--- config.mk ---
export PLATFORM = sky130hd
export DESIGN_NAME = header_length_checksum_frame_parser
export DESIGN_NICKNAME = d
export VERILOG_FILES = /design/src/rtl/core/hlcfp_pkg.sv /design/src/rtl/core/hlcfp_ctrl.sv /design/src/rtl/core/hlcfp_dp.sv /design/src/rtl/core/header_length_checksum_frame_parser.sv
export VERILOG_INCLUDE_DIRS = /design/src /design/src/rtl/core
export SDC_FILE = /design/constraint.sdc
export NUM_CORES = 1
export LEC_CHECK = 0
export ABC_AREA = 1
export BUFFER_PORTS_ARGS = -buffer_cell sky130_fd_sc_hd__buf_2
export CAP_MARGIN = 20
export CORE_UTILIZATION = 50
export DETAILED_ROUTE_END_ITERATION = 7
export GPL_ROUTABILITY_DRIVEN = 1
export GPL_TIMING_DRIVEN = 1
export PLACE_DENSITY = 0.63
export SYNTH_ARGS = -nofsm -noshare
export SYNTH_HDL_FRONTEND = slang
export SYNTH_SLANG_ARGS = --single-unit
--- constraint.sdc ---
create_clock -name clk -period 7.6 [get_ports clk]
set_input_delay 0.76 -clock clk [delete_from_list [all_inputs] [get_ports clk]]
set_output_delay 0.76 -clock clk [all_outputs]
set_load 0.02 [all_outputs]
--- src/rtl/core/header_length_checksum_frame_parser_assert.svh ---
// ----------------------------------------------------------------------------
// Frame parser assertion macros
// Shared concurrent assertion forms, clocked on clk and disabled in reset.
// ----------------------------------------------------------------------------
`ifndef HEADER_LENGTH_CHECKSUM_FRAME_PARSER_ASSERT_SVH
`define HEADER_LENGTH_CHECKSUM_FRAME_PARSER_ASSERT_SVH

// Same-cycle implication.
`define HLCFP_ASSERT_NOW(label, ante, cons, msg) \
  label: assert property (@(posedge clk) disable iff (rst) (ante) |-> (cons)) \
    else $error(msg);

// Next-cycle implication.
`define HLCFP_ASSERT_NEXT(label, ante, cons, msg) \
  label: assert property (@(posedge clk) disable iff (rst) (ante) |=> (cons)) \
    else $error(msg);

`endif

--- src/rtl/core/hlcfp_pkg.sv ---
// ----------------------------------------------------------------------------
// hlcfp_pkg
// Types and constants shared by the frame parser controller and datapath.
// ----------------------------------------------------------------------------
package hlcfp_pkg;

  localparam int HLCFP_DEPTH      = 64;
  localparam int HLCFP_IDX_W      = $clog2(HLCFP_DEPTH);
  localparam int HLCFP_MAX_LENGTH = 63;
  localparam int HLCFP_EFF_MAX_I  =
    (HLCFP_MAX_LENGTH > HLCFP_DEPTH - 1) ? HLCFP_DEPTH - 1 : HLCFP_MAX_LENGTH;
  localparam logic [7:0] HLCFP_EFF_MAX   = 8'(HLCFP_EFF_MAX_I);
  localparam logic [7:0] HLCFP_HDR_RESET = 8'hEE;

  localparam logic STATUS_GOOD = 1'b0;
  localparam logic STATUS_CSUM = 1'b1;

  // Controller to datapath
  typedef struct packed {
    logic take;       // accept rx_byte this cycle
    logic fetch;      // read frame store at readout index
    logic load_byte;  // move fetched byte into the output register
    logic load_err;   // load a checksum-error transaction
  } hlcfp_cmd_t;

  // Datapath to controller
  typedef struct packed {
    logic frame_end;  // incoming byte is the checksum byte
    logic sum_ok;     // incoming byte matches the running sum
    logic rd_last;    // readout index is at the frame's last byte
    logic out_free;   // output register can take a new transaction
  } hlcfp_status_t;

endpackage

--- src/rtl/core/hlcfp_ctrl.sv ---
// ----------------------------------------------------------------------------
// hlcfp_ctrl
// Sequencer: receive bytes, then read a good frame out or post an error.
// ----------------------------------------------------------------------------
module hlcfp_ctrl
  import hlcfp_pkg::*;
(
  input  logic          clk,
  input  logic          rst,
  input  logic          in_valid,
  output logic          in_stall,
  input  hlcfp_status_t st,
  output hlcfp_cmd_t    cmd
);

  typedef enum logic [1:0] {
    S_RECV,
    S_FETCH,
    S_LOAD,
    S_ERR
  } state_t;

  state_t state;

  always_comb begin
    cmd           = '0;
    cmd.take      = (state == S_RECV) && in_valid;
    cmd.fetch     = (state == S_FETCH);
    cmd.load_byte = (state == S_LOAD) && st.out_free;
    cmd.load_err  = (state == S_ERR) && st.out_free;
  end

  assign in_stall = (state != S_RECV);

  always_ff @(posedge clk) begin
    if (rst) begin
      state <= S_RECV;
    end else begin
      case (state)
        S_RECV: begin
          if (cmd.take && st.frame_end) begin
            state <= st.sum_ok ? S_FETCH : S_ERR;
          end
        end
        S_FETCH: begin
          state <= S_LOAD;
        end
        S_LOAD: begin
          if (st.out_free) begin
            state <= st.rd_last ? S_RECV : S_FETCH;
          end
        end
        S_ERR: begin
          if (st.out_free) begin
            state <= S_RECV;
          end
        end
        default: begin
          state <= S_RECV;
        end
      endcase
    end
  end

endmodule

--- src/rtl/core/hlcfp_dp.sv ---
// ----------------------------------------------------------------------------
// hlcfp_dp
// Frame store, length and checksum tracking, readout and output register.
// ----------------------------------------------------------------------------
`include "header_length_checksum_frame_parser_assert.svh"

module hlcfp_dp
  import hlcfp_pkg::*;
(
  input  logic                   clk,
  input  logic                   rst,
  input  logic                   cfg_write,
  input  logic [7:0]             cfg_data,
  input  logic [7:0]             rx_byte,
  input  hlcfp_cmd_t             cmd,
  output hlcfp_status_t          st,
  output logic                   out_valid,
  input  logic                   out_stall,
  output logic [7:0]             frame_byte,
  output logic [HLCFP_IDX_W-1:0] byte_index,
  output logic                   last,
  output logic                   status
);

  logic [7:0]             header_byte;
  logic [HLCFP_IDX_W-1:0] pos;
  logic [HLCFP_IDX_W-1:0] exp_len;
  logic [7:0]             running_sum;
  logic [HLCFP_IDX_W-1:0] end_idx;
  logic [HLCFP_IDX_W-1:0] rd_idx;
  logic [7:0]             mem_q;
  logic [7:0]             store [HLCFP_DEPTH];

  logic                   is_hunt;
  logic                   is_len;
  logic                   bad_len;
  logic                   hdr_hit;
  logic [HLCFP_IDX_W-1:0] cur_len;
  logic                   wr_en;

  always_comb begin
    is_hunt = (pos == '0);
    is_len  = (pos == HLCFP_IDX_W'(1));
    bad_len = (rx_byte == 8'd0) || (rx_byte > HLCFP_EFF_MAX);
    hdr_hit = (rx_byte == header_byte);
    cur_len = is_len ? rx_byte[HLCFP_IDX_W-1:0] : exp_len;
    wr_en   = cmd.take && (is_hunt ? hdr_hit : !(is_len && bad_len));

    st.frame_end = !is_hunt && !(is_len && bad_len) && (pos == cur_len);
    st.sum_ok    = (rx_byte == running_sum);
    st.rd_last   = (rd_idx == end_idx);
    st.out_free  = !out_valid || !out_stall;
  end

  // Configuration register
  always_ff @(posedge clk) begin
    if (rst) begin
      header_byte <= HLCFP_HDR_RESET;
    end else if (cfg_write) begin
      header_byte <= cfg_data;
    end
  end

  // Receive-side tracking
  always_ff @(posedge clk) begin
    if (rst) begin
      pos         <= '0;
      exp_len     <= '0;
      running_sum <= '0;
      end_idx     <= '0;
      rd_idx      <= '0;
    end else begin
      if (cmd.take) begin
        rd_idx <= '0;
        if (is_hunt) begin
          if (hdr_hit) begin
            pos         <= HLCFP_IDX_W'(1);
            running_sum <= rx_byte;
          end
        end else if ((is_len && bad_len) || st.frame_end) begin
          // drop back to header hunting
          pos         <= '0;
          exp_len     <= '0;
          running_sum <= '0;
          end_idx     <= pos;
        end else begin
          exp_len     <= cur_len;
          running_sum <= running_sum + rx_byte;
          pos         <= pos + HLCFP_IDX_W'(1);
        end
      end else if (cmd.load_byte) begin
        rd_idx <= rd_idx + HLCFP_IDX_W'(1);
      end
    end
  end

  // Frame store, one write and one registered read port
  always_ff @(posedge clk) begin
    if (wr_en) begin
      store[pos] <= rx_byte;
    end
    if (cmd.fetch) begin
      mem_q <= store[rd_idx];
    end
  end

  // Output register
  always_ff @(posedge clk) begin
    if (rst) begin
      out_valid <= 1'b0;
    end else if (cmd.load_byte || cmd.load_err) begin
      out_valid <= 1'b1;
    end else if (!out_stall) begin
      out_valid <= 1'b0;
    end
  end

  always_ff @(posedge clk) begin
    if (cmd.load_byte) begin
      frame_byte <= mem_q;
      byte_index <= rd_idx;
      last       <= st.rd_last;
      status     <= STATUS_GOOD;
    end else if (cmd.load_err) begin
      frame_byte <= 8'd0;
      byte_index <= '0;
      last       <= 1'b1;
      status     <= STATUS_CSUM;
    end
  end

  `HLCFP_ASSERT_NOW(a_pos_within_len, pos > HLCFP_IDX_W'(1), pos <= exp_len, "position beyond length")
  `HLCFP_ASSERT_NOW(a_rd_within_end, cmd.fetch || cmd.load_byte, rd_idx <= end_idx, "readout past frame end")
  `HLCFP_ASSERT_NOW(a_load_when_free, cmd.load_byte || cmd.load_err, !out_valid || !out_stall, "output overwritten")
  `HLCFP_ASSERT_NEXT(a_take_no_readout, cmd.take, !cmd.load_byte, "readout right after take")

endmodule

--- src/rtl/core/header_length_checksum_frame_parser.sv ---
// ----------------------------------------------------------------------------
// header_length_checksum_frame_parser
// Byte-stream frame parser: header, length, payload, 8-bit additive checksum.
// ----------------------------------------------------------------------------
// Bytes are taken one per transaction on the rx channel; each is accepted
// while the parser is receiving. Bytes are skipped until one equals
// header_byte (reset 0xEE). The next byte is the length L (1..63; 0 or larger
// values drop back to hunting). The byte at index L must equal the wrapping
// 8-bit sum of bytes 0..L-1. On a match the stored frame (L+1 bytes) is read
// back from the 64-entry frame store and sent out in order, the last one
// flagged; on a mismatch one error transaction (status 1, frame_byte 0, last
// 1) is sent. During readout in_stall is high: each frame byte takes one store
// read and then one output load, the load waiting while the output stalls, so
// the input is held until the whole frame has been loaded. The output register
// lets a new byte be taken while the final transaction of a frame still waits.
// header_byte may be rewritten only while the parser is idle.
module header_length_checksum_frame_parser
  import hlcfp_pkg::*;
(
  input  logic                   clk,
  input  logic                   rst,
  // configuration
  input  logic                   cfg_write,
  input  logic [7:0]             cfg_data,
  // received bytes
  input  logic                   in_valid,
  output logic                   in_stall,
  input  logic [7:0]             rx_byte,
  // parsed frame transactions
  output logic                   out_valid,
  input  logic                   out_stall,
  output logic [7:0]             frame_byte,
  output logic [HLCFP_IDX_W-1:0] byte_index,
  output logic                   last,
  output logic                   status
);

  hlcfp_cmd_t    cmd;
  hlcfp_status_t st;

  // Sequencer: decides when to take a byte, read out, or post an error
  hlcfp_ctrl u_ctrl (
    .clk      (clk),
    .rst      (rst),
    .in_valid (in_valid),
    .in_stall (in_stall),
    .st       (st),
    .cmd      (cmd)
  );

  // Datapath: store, sum, length, readout index and output register
  hlcfp_dp u_dp (
    .clk        (clk),
    .rst        (rst),
    .cfg_write  (cfg_write),
    .cfg_data   (cfg_data),
    .rx_byte    (rx_byte),
    .cmd        (cmd),
    .st         (st),
    .out_valid  (out_valid),
    .out_stall  (out_stall),
    .frame_byte (frame_byte),
    .byte_index (byte_index),
    .last       (last),
    .status     (status)
  );

endmodule
==> impl_metrics.json <==
{
  "clkSinkCount": 579,
  "dieArea_sq_um": 48300,
  "rsz0062_at_grt": "no",
  "clkTransAtPathRegs_ns": 0.06,
  "dieHeight_um": 220,
  "critPathCaptureType": "flip-flop",
  "status": "complete, but fails checks",
  "dp_hpwl_mm": 38.6,
  "slew_violations": 0,
  "ir_drop_mv": 0.152,
  "crit_slowest_cell": "nor2_1",
  "fin_crit_sh_pct": 53.4,
  "worstPathRequired_ns": 7.85,
  "relSlewSlack_pct": 24.4,
  "fin_crit_ns": 4.06,
  "antenna_found_initial": 0,
  "overflow": 0,
  "pwr_density_cell_nw_per_um2": 253,
  "violations": "DRC",
  "hold_viol_final": 0,
  "h-tree-depth": 2,
  "syn-num-nets": 2000,
  "yosys.area.top_type": "edfxtp_1",
  "grt_pass1_wl_mm": 95.3,
  "startpoint_type": "flip-flop",
  "r2r_slack_ns": 3.54,
  "fillers": 3837,
  "hold_path.class": "primary input to flip-flop",
  "first_pass_iters": 8,
  "grt_pass1_vias": 15100,
  "drc": 4,
  "ys_seq_area_share_pct": 71.5,
  "routedWlPerCell_um": 24.7,
  "grt_max_degree": 154,
  "insertion_delay_ns": 0.62,
  "fin_util_pct": 55.9,
  "synth_area_leaders": "edfxtp_1, nor2_1, o21ai_0, dfxtp_1, nand2_1",
  "crit_fanout": 16,
  "max_freq_mhz": 246,
  "post_cts_resized": 0,
  "fin_tns_setup_ns": 0,
  "drt_iter0_drc": 2130,
  "drtAntennaViolNets": 0,
  "placed_cells": 2504,
  "instances_no_fill": 2614,
  "ys_ff_latch": 579,
  "mostFrequentLayoutCell": "edfxtp_1",
  "cts_made_buffers": 58,
  "finalPower_w": 0.00660,
  "core_sq_um": 46700,
  "r2r-start": "u_dp.pos[0]",
  "drv_cap": 0,
  "fp.dieW_um": 220,
  "synth_cell_types": 38,
  "syn_area_sq_um": 23700,
  "port_buffers": 38,
  "grt_usage_pct": 27.0,
  "clock_path_buffers": 3,
  "syn-instance-count": 1967,
  "yosysTopAreaCellShare_pct": 67.8,
  "cp_cell_sequence": "inv_1 -> ha_1 -> nand3_1 -> nand2_1 -> nand2_1 -> o21ai_2 -> nor2_2 -> nand3_1 -> nor2_1",
  "diodes": 0,
  "via_count": 16100,
  "place.gp.congestion": 0.920,
  "r2r_cells": 9,
  "final-setup-viol-count": 0,
  "finalNetCount": 1993,
  "root_buffer": "clkbuf_16",
  "syn_to_final_growth_pct": 10.2,
  "layout-drive-gt1-share_pct": 8.22,
  "synth-warning-count": 0,
  "whs_ns": 0.366,
  "clock_skew_ns": 0.0256,
  "most-common-layout-cells": "edfxtp_1, nor2_1, o21ai_0",
  "syn_area_per_cell_sq_um": 12.0,
  "post_cts_buffers": 0,
  "rows": 79,
  "io_pins": 39,
  "drt-vias-per-instance": 6.15,
  "p_leak_nw": 8.64,
  "cts_tree": "yes",
  "worstSetupEndpoint": "u_dp.store[39][4]",
  "slowest_delay_ns": 0.70,
  "crit_type": "flip-flop to flip-flop",
  "arrival_ns": 4.31,
  "tightest_slew_ns": 1.13,
  "cp-startpoint": "u_dp.pos[0]",
  "postCtsHoldBufs": 0,
  "r2r-end": "u_dp.store[39][4]",
  "start_util_pct": 50.8,
  "drt-total-wl_mm": 64.5
}
synth_stat cells:
cell type / count
a211oi_1: 1
a21o_1: 2
a21oi_1: 47
a31oi_1: 3
and3_1: 1
buf_1: 6
buf_2: 26
buf_4: 3
buf_6: 3
clkbuf_1: 92
clkbuf_2: 1
clkinv_1: 3
dfxtp_1: 44
edfxtp_1: 535
fa_1: 1
ha_1: 11
inv_1: 62
inv_2: 3
nand2_1: 146
nand2_2: 3
nand3_1: 99
nand3_4: 1
nand4_1: 55
nor2_1: 374
nor2_2: 2
nor2_4: 2
nor2_8: 1
nor3_1: 3
nor3b_1: 1
nor4_1: 3
o211ai_1: 9
o21ai_0: 272
o21ai_2: 1
o221ai_1: 55
o22ai_1: 73
or2_2: 5
xnor2_1: 4
xor2_1: 14
how the worst min path moves through the flow:
| stage | start | to | depth (start not counted) |
|---|---|---|---|
| 2_1_floorplan | u_dp.header_byte[3] | u_dp.header_byte[3] | 2 |
| 3_3_place_gp | u_dp.status | u_dp.status | 2 |
| 3_5_place_dp | u_dp.exp_len[4] | u_dp.exp_len[4] | 2 |
| 4_1_cts | cfg_data[2] | u_dp.header_byte[2] | 3 |
| 5_1_grt | cfg_data[2] | u_dp.header_byte[2] | 3 |
| 6_report | cfg_data[5] | u_dp.header_byte[5] | 3 |
critical path, delay by kind of cell (launching register included):
family | cells | cell delay [ns]
AO/OA/AOI/OAI | 1 | 0.18
adder cells (fa/ha/maj) | 1 | 0.24
buffers and inverters | 1 | 0.20
flip-flops | 1 | 0.50
AND/OR/NAND/NOR | 6 | 2.55
metal layers:
metal	track usage (%)	vias to the layer above	part of all wire [%]
met5	0	-	0
met4	8.97	0	3.1
met3	4.13	122	9.2
met2	41.2	878	45
met1	39.8	7867	43
li1	-	7211	-
cells by family (layout without fill, tap and decap cells):
logic type	after synthesis	in the layout	share of synthesized area (%)
simple gates	696	696	12.5
fa+ha+maj	12	12	0.665
xor+xnor	18	18	0.665
flops	579	579	71.5
compound gates	463	463	11.2
buf+inv	199	239	3.44
power breakdown:
part | internal (W) | switching, W | total [W] | leakage, nW
clock | 0.00153 | 0.00119 | 0.00272 | 0.860
combinational | 0.0000883 | 0.000277 | 0.000365 | 2.62
sequential | 0.00350 | 0.0000211 | 0.00352 | 5.16
total | 0.00512 | 0.00148 | 0.00660 | 8.64
registers in the layout, indices dropped and copies added (netlist names), 8 cells and up:
signal	count
u_dp.store	512
u_dp.frame_byte	8
u_dp.header_byte	8
u_dp.mem_q	8
u_dp.running_sum	8
layout make-up:
class | instances | area (sq um) | area share [%]
inverters | 68 | 262 | 1.00
well taps | 607 | 759 | 2.91
clock inverters | 40 | 302 | 1.16
multi-input cells | 1189 | 5930 | 22.7
repair buffers | 64 | 398 | 1.52
flip-flops and latches | 579 | 17000 | 65.0
clock buffers | 67 | 1490 | 5.69
through the flow:
step / area [sq um] / setup WS, ns
CTS: 26100 / 3.62
floorplan: 23700 / 5.09
detailed placement: 24300 / 3.31
finish: 26100 / 3.54
global route: 26100 / 3.24
global placement: 24300 / 3.35
Note: power is estimated with default switching activity, not from simulation.
